File: config.mk
export PLATFORM = sky130hd
export DESIGN_NAME = cc_cv_duty_regulator
export DESIGN_NICKNAME = d
export VERILOG_FILES = /design/src/hdl/ccr_pkg.sv /design/src/hdl/ccr_cfg.sv /design/src/hdl/ccr_level.sv /design/src/hdl/ccr_regulate.sv /design/src/hdl/cc_cv_duty_regulator.sv
export SDC_FILE = /design/constraint.sdc
export NUM_CORES = 1
export LEC_CHECK = 0
export BUFFER_PORTS_ARGS = -buffer_cell sky130_fd_sc_hd__buf_2
export CORE_UTILIZATION = 25
export DETAILED_ROUTE_END_ITERATION = 10
export GPL_TIMING_DRIVEN = 0
export PLACE_DENSITY = 0.49
export SLEW_MARGIN = 15
export SYNTH_ARGS = -nofsm -noshare
export SYNTH_HDL_FRONTEND = slang
export SYNTH_HIERARCHICAL = 1
export SYNTH_SLANG_ARGS = --single-unit
File: constraint.sdc
create_clock -name clk -period 8.35 [get_ports clk]
set_input_delay 1.2525 -clock clk [delete_from_list [all_inputs] [get_ports clk]]
set_output_delay 1.2525 -clock clk [all_outputs]
set_load 0.02 [all_outputs]
File: src/hdl/ccr_pkg.sv
package ccr_pkg;

  localparam int CFG_IDX_W  = 3;
  localparam int CFG_DATA_W = 10;

  localparam logic [CFG_IDX_W-1:0] REG_VOLT_GAIN   = 3'd0;
  localparam logic [CFG_IDX_W-1:0] REG_CURR_GAIN   = 3'd1;
  localparam logic [CFG_IDX_W-1:0] REG_VOLT_TARGET = 3'd2;
  localparam logic [CFG_IDX_W-1:0] REG_CURR_TARGET = 3'd3;
  localparam logic [CFG_IDX_W-1:0] REG_DUTY_FLOOR  = 3'd4;
  localparam logic [CFG_IDX_W-1:0] REG_DUTY_PERIOD = 3'd5;

  localparam logic [7:0] RST_VOLT_GAIN   = 8'd100;
  localparam logic [7:0] RST_CURR_GAIN   = 8'd10;
  localparam logic [9:0] RST_VOLT_TARGET = 10'd285;
  localparam logic [9:0] RST_CURR_TARGET = 10'd50;
  localparam logic [9:0] RST_DUTY_FLOOR  = 10'd230;
  localparam logic [9:0] RST_DUTY_PERIOD = 10'd400;

  localparam logic [9:0] LEVEL_MAX      = 10'd999;
  localparam logic [9:0] LOW_CURR_FLOOR = 10'd280;
  localparam logic [9:0] LOW_CURR_LIMIT = 10'd30;
  localparam logic [9:0] BIG_ERROR      = 10'd16;

  typedef struct packed {
    logic [7:0] volt_gain;
    logic [7:0] curr_gain;
    logic [9:0] volt_target;
    logic [9:0] curr_target;
    logic [9:0] duty_floor;
    logic [9:0] duty_period;
  } cfg_t;

endpackage

File: src/hdl/ccr_cfg.sv
module ccr_cfg (
  input  logic                          clk,
  input  logic                          rst_n,
  input  logic                          cfg_valid,
  output logic                          cfg_ready,
  input  logic [ccr_pkg::CFG_IDX_W-1:0]  cfg_index,
  input  logic [ccr_pkg::CFG_DATA_W-1:0] cfg_data,
  output ccr_pkg::cfg_t                 cfg_o
);
  import ccr_pkg::*;

  cfg_t cfg_r, cfg_nxt;

  assign cfg_ready = 1'b1;
  assign cfg_o     = cfg_r;

  always_comb begin
    cfg_nxt = cfg_r;
    if (cfg_valid) begin
      case (cfg_index)
        REG_VOLT_GAIN:   cfg_nxt.volt_gain   = cfg_data[7:0];
        REG_CURR_GAIN:   cfg_nxt.curr_gain   = cfg_data[7:0];
        REG_VOLT_TARGET: cfg_nxt.volt_target = cfg_data;
        REG_CURR_TARGET: cfg_nxt.curr_target = cfg_data;
        REG_DUTY_FLOOR:  cfg_nxt.duty_floor  = cfg_data;
        REG_DUTY_PERIOD: cfg_nxt.duty_period = cfg_data;
        default:         cfg_nxt = cfg_r;
      endcase
    end
  end

  always_ff @(posedge clk) begin
    if (!rst_n) begin
      cfg_r.volt_gain   <= RST_VOLT_GAIN;
      cfg_r.curr_gain   <= RST_CURR_GAIN;
      cfg_r.volt_target <= RST_VOLT_TARGET;
      cfg_r.curr_target <= RST_CURR_TARGET;
      cfg_r.duty_floor  <= RST_DUTY_FLOOR;
      cfg_r.duty_period <= RST_DUTY_PERIOD;
    end else begin
      cfg_r <= cfg_nxt;
    end
  end

endmodule

File: src/hdl/ccr_level.sv
module ccr_level (
  input  logic          clk,
  input  logic          rst_n,
  input  ccr_pkg::cfg_t cfg_i,
  input  logic          in_valid,
  output logic          in_ready,
  input  logic [15:0]   in_volt_sum,
  input  logic [15:0]   in_curr_sum,
  output logic          lvl_valid,
  input  logic          lvl_ready,
  output logic [9:0]    lvl_volt,
  output logic [9:0]    lvl_curr
);
  import ccr_pkg::*;

  logic        a_valid_r, a_valid_nxt;
  logic [15:0] volt_sum_r, curr_sum_r;
  logic        b_valid_r, b_valid_nxt;
  logic [9:0]  volt_lvl_r, curr_lvl_r;
  logic        a_ready, b_ready;

  logic [8:0]  v;
  logic [7:0]  c;
  logic [16:0] vprod;
  logic [15:0] cprod;
  logic [10:0] vraw, craw;
  logic [9:0]  vl_nxt, cl_nxt;

  assign b_ready  = !b_valid_r || lvl_ready;
  assign a_ready  = !a_valid_r || b_ready;
  assign in_ready = a_ready;

  assign a_valid_nxt = a_ready ? in_valid : a_valid_r;
  assign b_valid_nxt = b_ready ? a_valid_r : b_valid_r;

  // level = base + base*gain/256 (current also adds base/2), products at full width
  assign v     = volt_sum_r[15:7];
  assign c     = curr_sum_r[15:8];
  assign vprod = {8'd0, v} * {9'd0, cfg_i.volt_gain};
  assign cprod = {8'd0, c} * {8'd0, cfg_i.curr_gain};
  assign vraw  = {2'd0, v} + {2'd0, vprod[16:8]};
  assign craw  = {3'd0, c} + {4'd0, c[7:1]} + {3'd0, cprod[15:8]};
  assign vl_nxt = (vraw > {1'b0, LEVEL_MAX}) ? LEVEL_MAX : vraw[9:0];
  assign cl_nxt = (craw > {1'b0, LEVEL_MAX}) ? LEVEL_MAX : craw[9:0];

  always_ff @(posedge clk) begin
    if (!rst_n) begin
      a_valid_r <= 1'b0;
      b_valid_r <= 1'b0;
    end else begin
      a_valid_r <= a_valid_nxt;
      b_valid_r <= b_valid_nxt;
    end
  end

  always_ff @(posedge clk) begin
    if (in_valid && a_ready) begin
      volt_sum_r <= in_volt_sum;
      curr_sum_r <= in_curr_sum;
    end
    if (a_valid_r && b_ready) begin
      volt_lvl_r <= vl_nxt;
      curr_lvl_r <= cl_nxt;
    end
  end

  assign lvl_valid = b_valid_r;
  assign lvl_volt  = volt_lvl_r;
  assign lvl_curr  = curr_lvl_r;

endmodule

File: src/hdl/ccr_regulate.sv
module ccr_regulate (
  input  logic          clk,
  input  logic          rst_n,
  input  ccr_pkg::cfg_t cfg_i,
  input  logic          lvl_valid,
  output logic          lvl_ready,
  input  logic [9:0]    lvl_volt,
  input  logic [9:0]    lvl_curr,
  output logic          out_valid,
  input  logic          out_ready,
  output logic [9:0]    out_duty_out,
  output logic [9:0]    out_volt_level,
  output logic [9:0]    out_curr_level,
  output logic          out_cc_mode
);
  import ccr_pkg::*;

  logic        mode_r, mode_nxt;
  logic [10:0] duty_r, duty_nxt;
  logic        out_valid_r, out_valid_nxt;
  logic [9:0]  duty_out_r, volt_level_r, curr_level_r;
  logic        xfer;

  logic [10:0] vl_w, cl_w, vt_w, ct_w, floor_w, period_w, lo_w;
  logic        cv_up, cv_dn;
  logic [9:0]  err;
  logic [6:0]  step;
  logic [10:0] step_w, d_cc, d_cv, d_sel;

  assign xfer      = lvl_valid && lvl_ready;
  assign lvl_ready = !out_valid_r || out_ready;

  assign vl_w     = {1'b0, lvl_volt};
  assign cl_w     = {1'b0, lvl_curr};
  assign vt_w     = {1'b0, cfg_i.volt_target};
  assign ct_w     = {1'b0, cfg_i.curr_target};
  assign floor_w  = {1'b0, cfg_i.duty_floor};
  assign period_w = {1'b0, cfg_i.duty_period};

  // hysteresis: leave CC above vt+3, enter CC above ct+4
  assign mode_nxt = mode_r ? !(vl_w > vt_w + 11'd3) : (cl_w > ct_w + 11'd4);

  always_comb begin
    if (cl_w > ct_w + 11'd3) begin
      d_cc = duty_r + 11'd1;
    end else if (cl_w + 11'd2 < ct_w) begin
      d_cc = (duty_r > 11'd1) ? duty_r - 11'd1 : floor_w;
    end else begin
      d_cc = duty_r;
    end
  end

  assign cv_up  = vl_w > vt_w + 11'd2;
  assign cv_dn  = vl_w + 11'd2 < vt_w;
  assign err    = cv_up ? lvl_volt - cfg_i.volt_target : cfg_i.volt_target - lvl_volt;
  assign step   = (err >= BIG_ERROR) ? err[9:3] : 7'd1;
  assign step_w = {4'd0, step};

  always_comb begin
    if (cv_up) begin
      d_cv = duty_r + step_w;
    end else if (cv_dn) begin
      d_cv = (duty_r >= step_w) ? duty_r - step_w : floor_w;
    end else begin
      d_cv = duty_r;
    end
  end

  assign lo_w  = (!mode_nxt && (lvl_curr < LOW_CURR_LIMIT)) ? {1'b0, LOW_CURR_FLOOR} : floor_w;
  assign d_sel = mode_nxt ? d_cc : d_cv;

  always_comb begin
    if (d_sel > period_w) begin
      duty_nxt = period_w;
    end else if (d_sel < lo_w) begin
      duty_nxt = lo_w;
    end else begin
      duty_nxt = d_sel;
    end
  end

  assign out_valid_nxt = xfer ? 1'b1 : (out_ready ? 1'b0 : out_valid_r);

  always_ff @(posedge clk) begin
    if (!rst_n) begin
      mode_r      <= 1'b0;
      duty_r      <= {1'b0, RST_DUTY_PERIOD};
      out_valid_r <= 1'b0;
    end else begin
      out_valid_r <= out_valid_nxt;
      if (xfer) begin
        mode_r <= mode_nxt;
        duty_r <= duty_nxt;
      end
    end
  end

  always_ff @(posedge clk) begin
    if (xfer) begin
      duty_out_r   <= duty_nxt[9:0];
      volt_level_r <= lvl_volt;
      curr_level_r <= lvl_curr;
    end
  end

  assign out_valid      = out_valid_r;
  assign out_duty_out   = duty_out_r;
  assign out_volt_level = volt_level_r;
  assign out_curr_level = curr_level_r;
  assign out_cc_mode    = mode_r;

  a_duty_clamped: assert property (@(posedge clk) disable iff (!rst_n)
    xfer |=> (duty_r <= $past(period_w)) || (duty_r == $past(lo_w)))
    else $error("duty outside clamp range");

  a_state_held: assert property (@(posedge clk) disable iff (!rst_n)
    !xfer |=> $stable(mode_r) && $stable(duty_r))
    else $error("regulator state moved without a transaction");

  a_cc_entry: assert property (@(posedge clk) disable iff (!rst_n)
    $rose(mode_r) |-> $past(lvl_curr) > $past(cfg_i.curr_target))
    else $error("CC entered without current above target");

  a_result_match: assert property (@(posedge clk) disable iff (!rst_n)
    xfer |=> out_valid_r && (duty_out_r == duty_r[9:0]))
    else $error("result register out of step with duty state");

endmodule

File: src/hdl/cc_cv_duty_regulator.sv
// Channel  Handshake             Payload
// in       in_valid/in_ready     in_volt_sum[15:0], in_curr_sum[15:0]
// out      out_valid/out_ready   out_duty_out, out_volt_level, out_curr_level, out_cc_mode
// cfg      cfg_valid/cfg_ready   cfg_index[2:0], cfg_data[9:0]
//
// One transaction per cycle sustained while out_ready stays high; each result passes through
// the input register, level register and result register, in that order.
// Duty and mode state update in the same cycle as the result register loads.
// Synchronous active-low reset; cfg_ready is always high.
// Stalls on out back up stage by stage; in_ready stays high while any stage is empty.
module cc_cv_duty_regulator (
  input  logic                          clk,
  input  logic                          rst_n,
  input  logic                          in_valid,
  output logic                          in_ready,
  input  logic [15:0]                   in_volt_sum,
  input  logic [15:0]                   in_curr_sum,
  output logic                          out_valid,
  input  logic                          out_ready,
  output logic [9:0]                    out_duty_out,
  output logic [9:0]                    out_volt_level,
  output logic [9:0]                    out_curr_level,
  output logic                          out_cc_mode,
  input  logic                          cfg_valid,
  output logic                          cfg_ready,
  input  logic [ccr_pkg::CFG_IDX_W-1:0]  cfg_index,
  input  logic [ccr_pkg::CFG_DATA_W-1:0] cfg_data
);
  import ccr_pkg::*;

  cfg_t       cfg;
  logic       lvl_valid, lvl_ready;
  logic [9:0] lvl_volt, lvl_curr;

  ccr_cfg u_cfg (
    .clk       (clk),
    .rst_n     (rst_n),
    .cfg_valid (cfg_valid),
    .cfg_ready (cfg_ready),
    .cfg_index (cfg_index),
    .cfg_data  (cfg_data),
    .cfg_o     (cfg)
  );

  ccr_level u_level (
    .clk         (clk),
    .rst_n       (rst_n),
    .cfg_i       (cfg),
    .in_valid    (in_valid),
    .in_ready    (in_ready),
    .in_volt_sum (in_volt_sum),
    .in_curr_sum (in_curr_sum),
    .lvl_valid   (lvl_valid),
    .lvl_ready   (lvl_ready),
    .lvl_volt    (lvl_volt),
    .lvl_curr    (lvl_curr)
  );

  ccr_regulate u_regulate (
    .clk            (clk),
    .rst_n          (rst_n),
    .cfg_i          (cfg),
    .lvl_valid      (lvl_valid),
    .lvl_ready      (lvl_ready),
    .lvl_volt       (lvl_volt),
    .lvl_curr       (lvl_curr),
    .out_valid      (out_valid),
    .out_ready      (out_ready),
    .out_duty_out   (out_duty_out),
    .out_volt_level (out_volt_level),
    .out_curr_level (out_curr_level),
    .out_cc_mode    (out_cc_mode)
  );

endmodule

==> results of run 1 <==
cell families (layout without fill, tap and decap cells):
group | count (synthesis) | after routing | share of synthesized area, %
adders and majority gates | 296 | 296 | 28.1
AOI/OAI and AO/OA | 322 | 322 | 14.9
other | 1 | 3 | 0.0241
xor gates and xnor gates | 92 | 92 | 5.18
muxes | 74 | 74 | 4.84
DFF | 138 | 138 | 22.1
and+or+nand+nor | 538 | 538 | 18.7
buffers and inverters | 240 | 363 | 6.15
flip-flops by register name (all words and copies together) (netlist names), 8 cells and up:
register / cells
u_level/lvl_volt: 10
u_regulate/out_volt_level: 10
u_regulate/out_curr_level: 10
u_level/volt_sum_r: 9
u_level/curr_sum_r: 8
u_level/lvl_curr: 10
u_regulate/duty_r: 11
u_regulate/out_duty_out: 10
u_cfg/cfg_o: 56
worst min-delay path: stages (launching register included):
cell and delay [ps]:
dfxtp_1 310, nand2_1 60, mux2i_1 60
per-layer routing:
metal,vias to the layer above,global-route usage [%],share of wire [%]
met1,6195,19.8,47
met4,4,4.08,1.7
met2,260,24.7,47
met3,49,2.47,3.9
met5,-,0,0.057
li1,6166,-,-
what timing repair did:
item	CTS	global route
resized for setup	37	27
setup buffers	8	15
setup endpoints to repair	20	20
pin swaps	10	13
how the worst min path moves through the flow:
stage,from,to,slack (ps),cells after the start
after global routing,u_cfg/cfg_o[2],u_cfg/cfg_o[2],510,2
after global placement,u_cfg/cfg_o[9],u_cfg/cfg_o[9],450,2
after detailed placement,u_cfg/cfg_o[5],u_cfg/cfg_o[5],460,2
final,u_cfg/cfg_o[2],u_cfg/cfg_o[2],470,2
after CTS,u_cfg/cfg_o[2],u_cfg/cfg_o[2],470,2
after floorplan,u_level/lvl_curr[0],u_regulate/out_curr_level[0],430,0
cells in the final DEF, fill, tap and decap left out, types with 10 or more instances in the layout:
master     netlist  routed
ha_1           207     205
inv_1          189     188
nand2_1        133     133
and2_1         113     113
fa_1            89      89
buf_2           13      77
a21oi_1         80      74
nor2_1          72      72
edfxtp_1        67      67
dfxtp_1         71      66
xnor2_1         68      65
mux2i_1         67      63
o21ai_0         46      44
nor2b_1         43      42
nand3_1         39      39
a21o_1          34      34
clkbuf_1        29      26
buf_4            2      26
xor2_1          24      24
nor3_1          24      23
nand4_1         19      19
clkbuf_16        0      18
o21a_1          17      16
nand2b_1        16      16
a211oi_1        18      15
or3_1           13      13
and3_1          13      12
a211o_1         10      10
layout make-up:
| cell class | count | area [um^2] | area share (%) |
|---|---|---|---|
| repair buffers | 91 | 538 | 2.99 |
| well taps | 837 | 1050 | 5.81 |
| inverters | 190 | 713 | 3.96 |
| flip-flops and latches | 138 | 3450 | 19.1 |
| multi-input cells | 1323 | 11400 | 63.2 |
| plain buffers | 50 | 262 | 1.45 |
| diodes | 2 | 5.00 | 0.0278 |
| clock buffers | 18 | 450 | 2.50 |
| clock inverters | 14 | 164 | 0.910 |
per-stage QoR:
step	utilization [%]	hold WS, ps	power, mW	instance area (um^2)	setup WS, ps
after floorplan	-	426	2.75	15500	550
after global placement	27.5	450	3.36	16900	-2080
after detailed placement	27.5	460	3.39	17000	-1990
after CTS	28.9	474	4.34	17800	6.70
after global routing	29.3	505	4.81	18000	-12.8
final	29.3	472	4.45	18000	249
power breakdown:
group | switching (mW) | internal [mW]
sequential | 0.127 | 0.824
clock | 0.360 | 0.445
combinational | 1.53 | 1.16
total | 2.01 | 2.43
==> out/qor.csv, run 1 <==
stage,metric,value,unit
run,Max-cap violations,0,
logic_synthesis,"Cell Area, Synth",15500,um^2
floorplanning,Site Rows,91,
logic_synthesis,cell accounting for the most synthesized area,ha_1,
logic_synthesis,Most used DFF post-synth,dfxtp_1,
sta,Final Skew,11.1,ps
sta,final setup fails,0,
clock_network,clk slew on worst S/H paths,70,ps
layout,number of fill cells,6491,
logic_synthesis,Post-synth EDFFs,67,
logic_synthesis,top post-synthesis cells by count,"ha_1, inv_1, nand2_1",
floorplanning,die width,251,um
setup_path,Worst setup startpoint,u_cfg/cfg_o[33],
floorplanning,initial core utilization,25.2,%
layout,Post-Layout Cell Count,2663,
clock_network,CTS Hold Bufs,0,
setup_path,Reg-to-Reg End,u_regulate/out_duty_out[4],
floorplanning,Top Ports,84,
setup_path,arrival time worst endpoint,8310,ps
layout,nets@finish,2157,
logic_synthesis,Ys Warns,6,
sta,Slew headroom,24.9,%
setup_path,R2R Setup Slk,250,ps
sta,fmax,123,MHz
layout,P&R area growth vs syn,15.9,%
logic_synthesis,most common cell in the synthesized netlist,ha_1,
sta,min Tclk post-route,8100,ps
setup_path,Worst R2R Path Depth,36,
logic_synthesis,Synthesized Nets,2047,
logic_synthesis,synth top area cells,"ha_1, edfxtp_1, fa_1",
grt,pin count of the biggest net entering global routing,23,
drt,WL/cell,17.2,um
drt,Post-DRT Antenna Nets,0,
sta,"Hold Vio Cnt, Final",0,
drt,Total Wirelength,45900,um
logic_synthesis,area share of the largest cell type after synthesis,16.7,%
grt,initial antenna violation count,4,
setup_path,reg2reg start,u_cfg/cfg_o[33],
drt,DR vias/cell,4.76,
placed_design,placed cells,2606,
sta,Max Transition Viols Final,0,
logic_synthesis,register bit total from synthesis,138,
clock_network,CTS Sinks,138,
grt,vias in the first global route,12900,
drt,DR vias,12700,
floorplanning,core area,61600,um^2
setup_path,Setup crit end,u_regulate/out_duty_out[4],
status,status,"finished, final reports clean",
sta,worst slew pin tran,1120,ps
clock_network,clock insertion delay at the later pin of the skew report,470,ps
clock_network,Clock Tree Buf Depth,2,
drt,DRC,0,
setup_path,Slowest cell on crit path,o311ai_1,
min_path,HP Class,reg2reg,
logic_synthesis,Synth Area per Inst,9.14,um^2
placed_design,Port Buffers,66,
pwr,Leakage Power,8.04,nW
floorplanning,Die H,251,um
clock_network,CTS buffer count,17,
setup_path,crit path kind,reg2reg,
setup_path,CP Buf/Inv Count,6,
setup_path,worst path required time,8560,ps
grt,gr usage total,14.9,%
sta,Tcrit/Tclk final,97.0,%
setup_path,Critical Path Source Type,flip-flop,
setup_path,WP depth,36,
setup_path,crit-path max cell delay,440,ps
layout,share of layout cells above drive strength 1,12.9,%
drt,initial DRC count,653,
pwr,power density cells,247,nW/um^2
logic_synthesis,Netlist cell types,101,
clock_network,TritonCTS clock tree,built,
setup_path,Worst Path Max Fanout,10,
setup_path,"CP delay by family, top",compound AO/OA/AOI/OAI gates,
logic_synthesis,post-synthesis sequential area ratio,22.1,%
clock_network,H-Tree Depth,4,
grt,total grt overflow,0,
logic_synthesis,fraction of registers with async set/reset,0,%
sta,post-route setup TNS,0,ps
grt,first-pass GRT wire length,72800,um
clock_network,clk root buf,clkbuf_16,
pwr,Peak VDD IR,0.131,mV
setup_path,Setup crit end kind,flip-flop,
setup_path,Crit path top cell by count,buf_6,
drt,first-pass detailed-route iteration total,5,
placed_design,Post-DP HPWL,36800,um
placed_design,Final GP Congestion,0.894,
floorplanning,Die Area,63200,um^2
logic_synthesis,Gate Count Post-Synth,1701,
Power figures use the tool's default switching activity.
==> run 2: changes to the inputs <==
--- a/config.mk
+++ b/config.mk
@@ -6,10 +6,13 @@
 export NUM_CORES = 1
 export LEC_CHECK = 0
 export BUFFER_PORTS_ARGS = -buffer_cell sky130_fd_sc_hd__buf_2
+export CELL_PAD_IN_SITES_DETAIL_PLACEMENT = 1
+export CELL_PAD_IN_SITES_GLOBAL_PLACEMENT = 1
+export CORE_MARGIN = 2
 export CORE_UTILIZATION = 25
 export DETAILED_ROUTE_END_ITERATION = 10
 export GPL_TIMING_DRIVEN = 0
-export PLACE_DENSITY = 0.49
+export PLACE_DENSITY = 0.57
 export SLEW_MARGIN = 15
 export SYNTH_ARGS = -nofsm -noshare
 export SYNTH_HDL_FRONTEND = slang
==> run 2 against run 1 <==
Compared with the run above: utilization about the same; register-to-register slack about the same; clock power decreased by 8.0%; clock-buffer cell count increased by 3; combinational power increased by 5%; flip-flop and latch count unchanged; non-clock buffer count increased by 3; critical path depth increased by 2; sequential share of layout area about the same; via count increased by 0.97%.
==> out/qor.csv, run 2 (synthesized netlist as in run 1, its figures left out) <==
stage,metric,value,unit,change
setup_path,Slowest cell on crit path,dfxtp_4,,was o311ai_1
clock_network,clk slew on worst S/H paths,60,ps,was 70 ps
drt,Total Wirelength,49300,um,was 45900 um
min_path,HP Class,reg2reg,,unchanged
clock_network,CTS buffer count,17,,unchanged
layout,P&R area growth vs syn,15.8,%,was 15.9%
layout,sequential cell area,3450,um^2,about the same
setup_path,worst path required time,8760,ps,was 8560 ps
drt,DR vias/cell,4.81,,was 4.76
grt,met3 usage,2.75,%,was 2.47%
setup_path,CP Buf/Inv Count,5,,was 6
grt,GR peak layer,met2,,unchanged
floorplanning,Die H,253,um,was 251 um
placed_design,Post-DP HPWL,40100,um,was 36800 um
sta,final setup fails,0,,unchanged
sta,Hold Slack,466,ps,was 472 ps
sta,Max Transition Viols Final,0,,unchanged
floorplanning,core area,61600,um^2,unchanged
layout,number of fill cells,7203,,was 6491
sta,Final Skew,14.2,ps,was 11.1 ps
pwr,power density cells,251,nW/um^2,was 247 nW/um^2
pwr,Leakage Power,8.01,nW,was 8.04 nW
setup_path,crit-path max cell delay,390,ps,was 440 ps
layout,"commonest non-fill, non-tap cells in the layout","ha_1, inv_1, nand2_1, and2_1, fa_1",,unchanged
drt,first-pass detailed-route iteration total,5,,unchanged
setup_path,Setup crit end kind,flip-flop,,unchanged
grt,first-pass GRT wire length,78400,um,was 72800 um
sta,"Hold Vio Cnt, Final",0,,unchanged
layout,ant diodes,0,,was 2
drt,initial DRC count,595,,was 653
drt,DR vias,12800,,was 12700
clock_network,CTS Sinks,138,,unchanged
drt,DRC,0,,unchanged
grt,total grt overflow,0,,unchanged
setup_path,"CP delay by family, top",compound AO/OA/AOI/OAI gates,,unchanged
setup_path,Critical Path Source Type,flip-flop,,unchanged
clock_network,clock insertion delay at the later pin of the skew report,480,ps,was 470 ps
grt,GR Util met1,20.2,%,was 19.8%
layout,"most common cell after layout, fill and taps aside",ha_1,,unchanged
grt,pin count of the biggest net entering global routing,25,,was 23
run,Max-cap violations,0,,unchanged
floorplanning,initial core utilization,25.2,%,unchanged
placed_design,placed cell area,17000,um^2,about the same
clock_network,clk root buf,clkbuf_16,,unchanged
grt,vias in the first global route,13900,,was 12900
placed_design,Port Buffers,66,,unchanged
clock_network,TritonCTS clock tree,built,,unchanged
grt,gr usage total,15.9,%,was 14.9%
sta,Tcrit/Tclk final,97.1,%,was 97.0%
clock_network,CTS Hold Bufs,0,,unchanged
grt,met2 GRT Util,27.7,%,was 24.7%
drt,Post-DRT Antenna Nets,0,,unchanged
sta,worst slew pin tran,1110,ps,was 1120 ps
drt,WL/cell,18.5,um,was 17.2 um
layout,Multi-input gate area,11400,um^2,about the same
grt,initial antenna violation count,1,,was 4
floorplanning,Site Rows,91,,unchanged
floorplanning,Top Ports,84,,unchanged
layout,max reg flops,56,,unchanged
status,status,"finished, final reports clean",,unchanged
setup_path,arrival time worst endpoint,8520,ps,was 8310 ps
sta,min Tclk post-route,8110,ps,was 8100 ps
sta,fmax,123,MHz,about the same
floorplanning,Die Area,64200,um^2,was 63200 um^2
layout,nets@finish,2160,,was 2157
setup_path,crit path kind,reg2reg,,unchanged
pwr,Peak VDD IR,0.178,mV,was 0.131 mV
sta,Slew headroom,26.2,%,was 24.9%
floorplanning,die width,253,um,was 251 um
clock_network,H-Tree Depth,4,,unchanged
setup_path,Worst Path Max Fanout,10,,unchanged
layout,share of layout cells above drive strength 1,13.0,%,was 12.9%
clock_network,Clock Tree Buf Depth,2,,unchanged
layout,final non-filler cell area,18000,um^2,about the same
placed_design,Final GP Congestion,0.854,,was 0.894
run 2: where the power goes:
group / switching [mW] / internal (mW)
sequential: 0.123 / 0.825
combinational: 1.60 / 1.22
clock: 0.316 / 0.424
total: 2.04 / 2.47
run 2: stage by stage:
stage | setup TNS (ps) | util (%) | setup slack [ps] | std cells | power (mW)
after global placement | -42930 | 27.5 | -2480 | 2604 | 3.40
final | 0 | 29.2 | 242 | 2663 | 4.51
after floorplan | 0 | - | 550 | 1701 | 2.75
after CTS | 0 | 28.8 | 10.4 | 2650 | 4.38
after global routing | -391 | 29.2 | -77.7 | 2663 | 4.89
after detailed placement | -42140 | 27.5 | -2440 | 2606 | 3.47
run 2: worst paths after layout:
kind,start,endpoint,slack [ps],depth (start not counted)
setup / recovery,u_cfg/cfg_o[35],u_regulate/duty_r[9],240,38
hold / removal,u_level/lvl_curr[0],u_regulate/out_curr_level[0],470,0
setup reg to reg,u_cfg/cfg_o[35],u_regulate/duty_r[9],240,38
hold reg to reg,u_level/lvl_curr[0],u_regulate/out_curr_level[0],470,0
run 2: routing by layer:
layer	part of all wire [%]	vias to the layer above
li1	-	6159
met1	46	6428
met2	49	167
met3	3.1	43
met4	1.5	0
met5	0	-
run 2: layout make-up:
| type | instances | area share, % |
|---|---|---|
| clock buffer | 21 | 2.56 |
| clock inverter | 10 | 0.500 |
| sequential | 138 | 19.2 |
| timing repair buffer | 94 | 3.09 |
| multi-input combinational | 1323 | 63.4 |
| tap | 837 | 5.82 |
| inverter | 190 | 3.96 |
| buffer | 50 | 1.54 |
run 2: what timing repair did:
action / CTS / global route
pin swaps: 9 / 19
endpoints found under the setup margin: 20 / 20
buffers inserted: 13 / 13
resized for setup: 38 / 41
endpoints found under the hold margin: 0 / 0
==> run 3: changes to the inputs <==
--- a/config.mk
+++ b/config.mk
@@ -9,10 +9,11 @@
 export CELL_PAD_IN_SITES_DETAIL_PLACEMENT = 1
 export CELL_PAD_IN_SITES_GLOBAL_PLACEMENT = 1
 export CORE_MARGIN = 2
-export CORE_UTILIZATION = 25
+export CORE_UTILIZATION = 45
 export DETAILED_ROUTE_END_ITERATION = 10
+export GPL_ROUTABILITY_DRIVEN = 0
 export GPL_TIMING_DRIVEN = 0
-export PLACE_DENSITY = 0.57
+export PLACE_DENSITY = 0.87
 export SLEW_MARGIN = 15
 export SYNTH_ARGS = -nofsm -noshare
 export SYNTH_HDL_FRONTEND = slang
==> run 3 against run 2 <==
Compared with the run above: clock power is 3.0% higher; die area is 44% lower; clock-buffer cell count is 1 lower; setup slack worse by 210 ps; global-route usage is 14 points higher; largest cell class unchanged; combinational power is 7% higher; critical path depth is 2 lower; cell area is 2.3% lower; critical path type unchanged; wire length is 11% higher.
==> out/qor.csv, run 3 (synthesized netlist as in run 1, its figures left out) <==
stage,metric,value,unit,change
layout,sequential cell area,3440,um^2,was 3450 um^2
layout,ant diodes,0,,unchanged
drt,DR vias,14100,,was 12800
setup_path,"CP delay by family, top",compound AO/OA/AOI/OAI gates,,unchanged
clock_network,Clock Tree Buf Depth,2,,unchanged
setup_path,crit path kind,reg2reg,,unchanged
grt,gr usage total,29.9,%,was 15.9%
setup_path,worst path required time,8730,ps,was 8760 ps
placed_design,Post-DP HPWL,39500,um,was 40100 um
layout,P&R area growth vs syn,13.2,%,was 15.8%
min_path,Hold Crit Start,u_level/lvl_valid,,was u_level/lvl_curr[0]
setup_path,Slowest cell on crit path,dfxtp_4,,unchanged
setup_path,Worst Path Max Fanout,8,,was 10
status,status,"finished, final reports clean",,unchanged
pwr,Peak VDD IR,0.184,mV,was 0.178 mV
placed_design,Port Buffers,66,,unchanged
drt,initial DRC count,1094,,was 595
pwr,power density cells,269,nW/um^2,was 251 nW/um^2
sta,Slew headroom,21.0,%,was 26.2%
clock_network,H-Tree Depth,4,,unchanged
layout,final non-filler cell area,17600,um^2,was 18000 um^2
setup_path,arrival time worst endpoint,8700,ps,was 8520 ps
setup_path,WP depth,36,,was 38
setup_path,Reg-to-Reg End,u_regulate/duty_r[8],,was u_regulate/duty_r[9]
sta,Tcrit/Tclk final,99.6,%,was 97.1%
clock_network,CTS buffer count,17,,unchanged
setup_path,crit-path max cell delay,410,ps,was 390 ps
clock_network,CTS Sinks,138,,unchanged
pwr,Power Total,4.73,mW,was 4.51 mW
drt,WL/cell,24.0,um,was 18.5 um
setup_path,Critical Path Source Type,flip-flop,,unchanged
floorplanning,Die H,190,um,was 253 um
sta,min Tclk post-route,8320,ps,was 8110 ps
setup_path,CP Buf/Inv Count,3,,was 5
sta,worst slew pin tran,1180,ps,was 1110 ps
layout,"most common cell after layout, fill and taps aside",ha_1,,unchanged
layout,max reg flops,56,,unchanged
floorplanning,die width,190,um,was 253 um
sta,"Hold Vio Cnt, Final",0,,unchanged
setup_path,reg2reg start,u_cfg/cfg_o[33],,was u_cfg/cfg_o[35]
grt,initial antenna violation count,1,,unchanged
layout,share of layout cells above drive strength 1,13.3,%,was 13.0%
clock_network,clk slew on worst S/H paths,70,ps,was 60 ps
pwr,Leakage Power,8.05,nW,was 8.01 nW
setup_path,Setup crit end,u_regulate/duty_r[8],,was u_regulate/duty_r[9]
setup_path,R2R Setup Slk,30,ps,was 240 ps
layout,Multi-input gate area,11500,um^2,was 11400 um^2
floorplanning,core area,34300,um^2,was 61600 um^2
clock_network,TritonCTS clock tree,built,,unchanged
floorplanning,Die Area,36100,um^2,was 64200 um^2
floorplanning,Top Ports,84,,unchanged
grt,pin count of the biggest net entering global routing,26,,was 25
floorplanning,Site Rows,68,,was 91
placed_design,placed cell area,16500,um^2,was 17000 um^2
grt,total grt overflow,0,,unchanged
floorplanning,initial core utilization,45.4,%,was 25.2%
layout,number of fill cells,3937,,was 7203
grt,vias in the first global route,15300,,was 13900
layout,nets@finish,2163,,was 2160
clock_network,clk root buf,clkbuf_16,,unchanged
drt,first-pass detailed-route iteration total,5,,unchanged
clock_network,clock insertion delay at the later pin of the skew report,450,ps,was 480 ps
drt,Post-DRT Antenna Nets,0,,unchanged
setup_path,Worst R2R Path Depth,36,,was 38
sta,final setup fails,0,,unchanged
run,Max-cap violations,0,,unchanged
sta,fmax,120,MHz,was 123 MHz
setup_path,Setup crit end kind,flip-flop,,unchanged
sta,Final Skew,17.8,ps,was 14.2 ps
drt,DR vias/cell,6.19,,was 4.81
drt,Total Wirelength,54800,um,was 49300 um
grt,first-pass GRT wire length,83500,um,was 78400 um
layout,"commonest non-fill, non-tap cells in the layout","ha_1, inv_1, nand2_1, and2_1, fa_1",,unchanged
setup_path,Crit path top cell by count,mux2_2,,
sta,Max Transition Viols Final,0,,unchanged
setup_path,Worst setup startpoint,u_cfg/cfg_o[33],,was u_cfg/cfg_o[35]
drt,DRC,0,,unchanged
min_path,HP Class,reg2reg,,unchanged
run 3: changes by cell type in the layout (fill, tap and decap cells not counted), moves of 2 or more:
| cell | before | now |
|---|---|---|
| dfxtp_2 | 1 | 3 |
| inv_6 | 1 | 7 |
| clkbuf_1 | 29 | 27 |
| a211oi_2 | 4 | 6 |
| mux2i_2 | 5 | 3 |
| clkinv_2 | 3 | 1 |
| inv_4 | 3 | 1 |
| mux2i_1 | 59 | 61 |
| dfxtp_4 | 4 | 2 |
| buf_6 | 6 | 4 |
| buf_8 | 0 | 2 |
| buf_4 | 29 | 32 |
run 3: worst min-delay path: cells and delay by family (launching register included):
family	cells	cell delay [ps]
compound gates	1	70
buf+inv	1	50
flops	1	320
run 3: where the power goes:
part	leakage, nW	internal [mW]	total, mW	switching, mW
registers	1.21	0.825	0.957	0.132
clock network	0.281	0.415	0.763	0.348
logic	6.56	1.26	3.01	1.75
total	8.05	2.50	4.73	2.23
run 3: layout make-up:
class	instances	share of cell area (%)
plain buffers	50	1.52
clock buffers	20	2.66
clock inverters	12	0.569
inverters	190	4.05
multi-input cells	1323	65.1
flip-flops and latches	138	19.6
well taps	455	3.23
repair buffers	97	3.31
run 3: per-layer routing:
layer | GRT usage [%] | up-vias | part of all wire (%)
met5 | 0 | - | 0.018
met4 | 18.8 | 2 | 6.7
met3 | 5.98 | 268 | 6.0
met2 | 50.8 | 633 | 48
met1 | 34.6 | 7086 | 40
li1 | - | 6158 | -
run 3: how the worst min path moves through the flow:
stage                              endpoint  slack, ps  depth (start not counted)
5_1_grt                u_regulate/out_valid        510                          2
2_1_floorplan  u_regulate/out_curr_level[0]        430                          0
3_3_place_gp   u_regulate/out_curr_level[0]        440                          0
4_1_cts                      u_cfg/cfg_o[5]        460                          2
6_report               u_regulate/out_valid        480                          2
3_5_place_dp                 u_cfg/cfg_o[5]        450                          2
run 3: stage by stage:
stage	TNS, ps	hold WS [ps]	instances	setup slack, ps	util, %
2_1_floorplan	0	426	1701	550	-
3_5_place_dp	-32000	454	2224	-1840	48.1
4_1_cts	0	464	2265	21.8	50.4
3_3_place_gp	-27220	441	2222	-1610	48.0
5_1_grt	-1400	505	2285	-178	51.3
6_report	0	479	2285	33.1	51.3
run 3: repair_timing:
item                       CTS  global route
resized for setup           36            42
pin swaps                    9            17
cloned                       0             0
hold endpoints to repair     0             0
setup endpoints to repair   20            20
hold buffers                 0             0
setup buffers                9            20
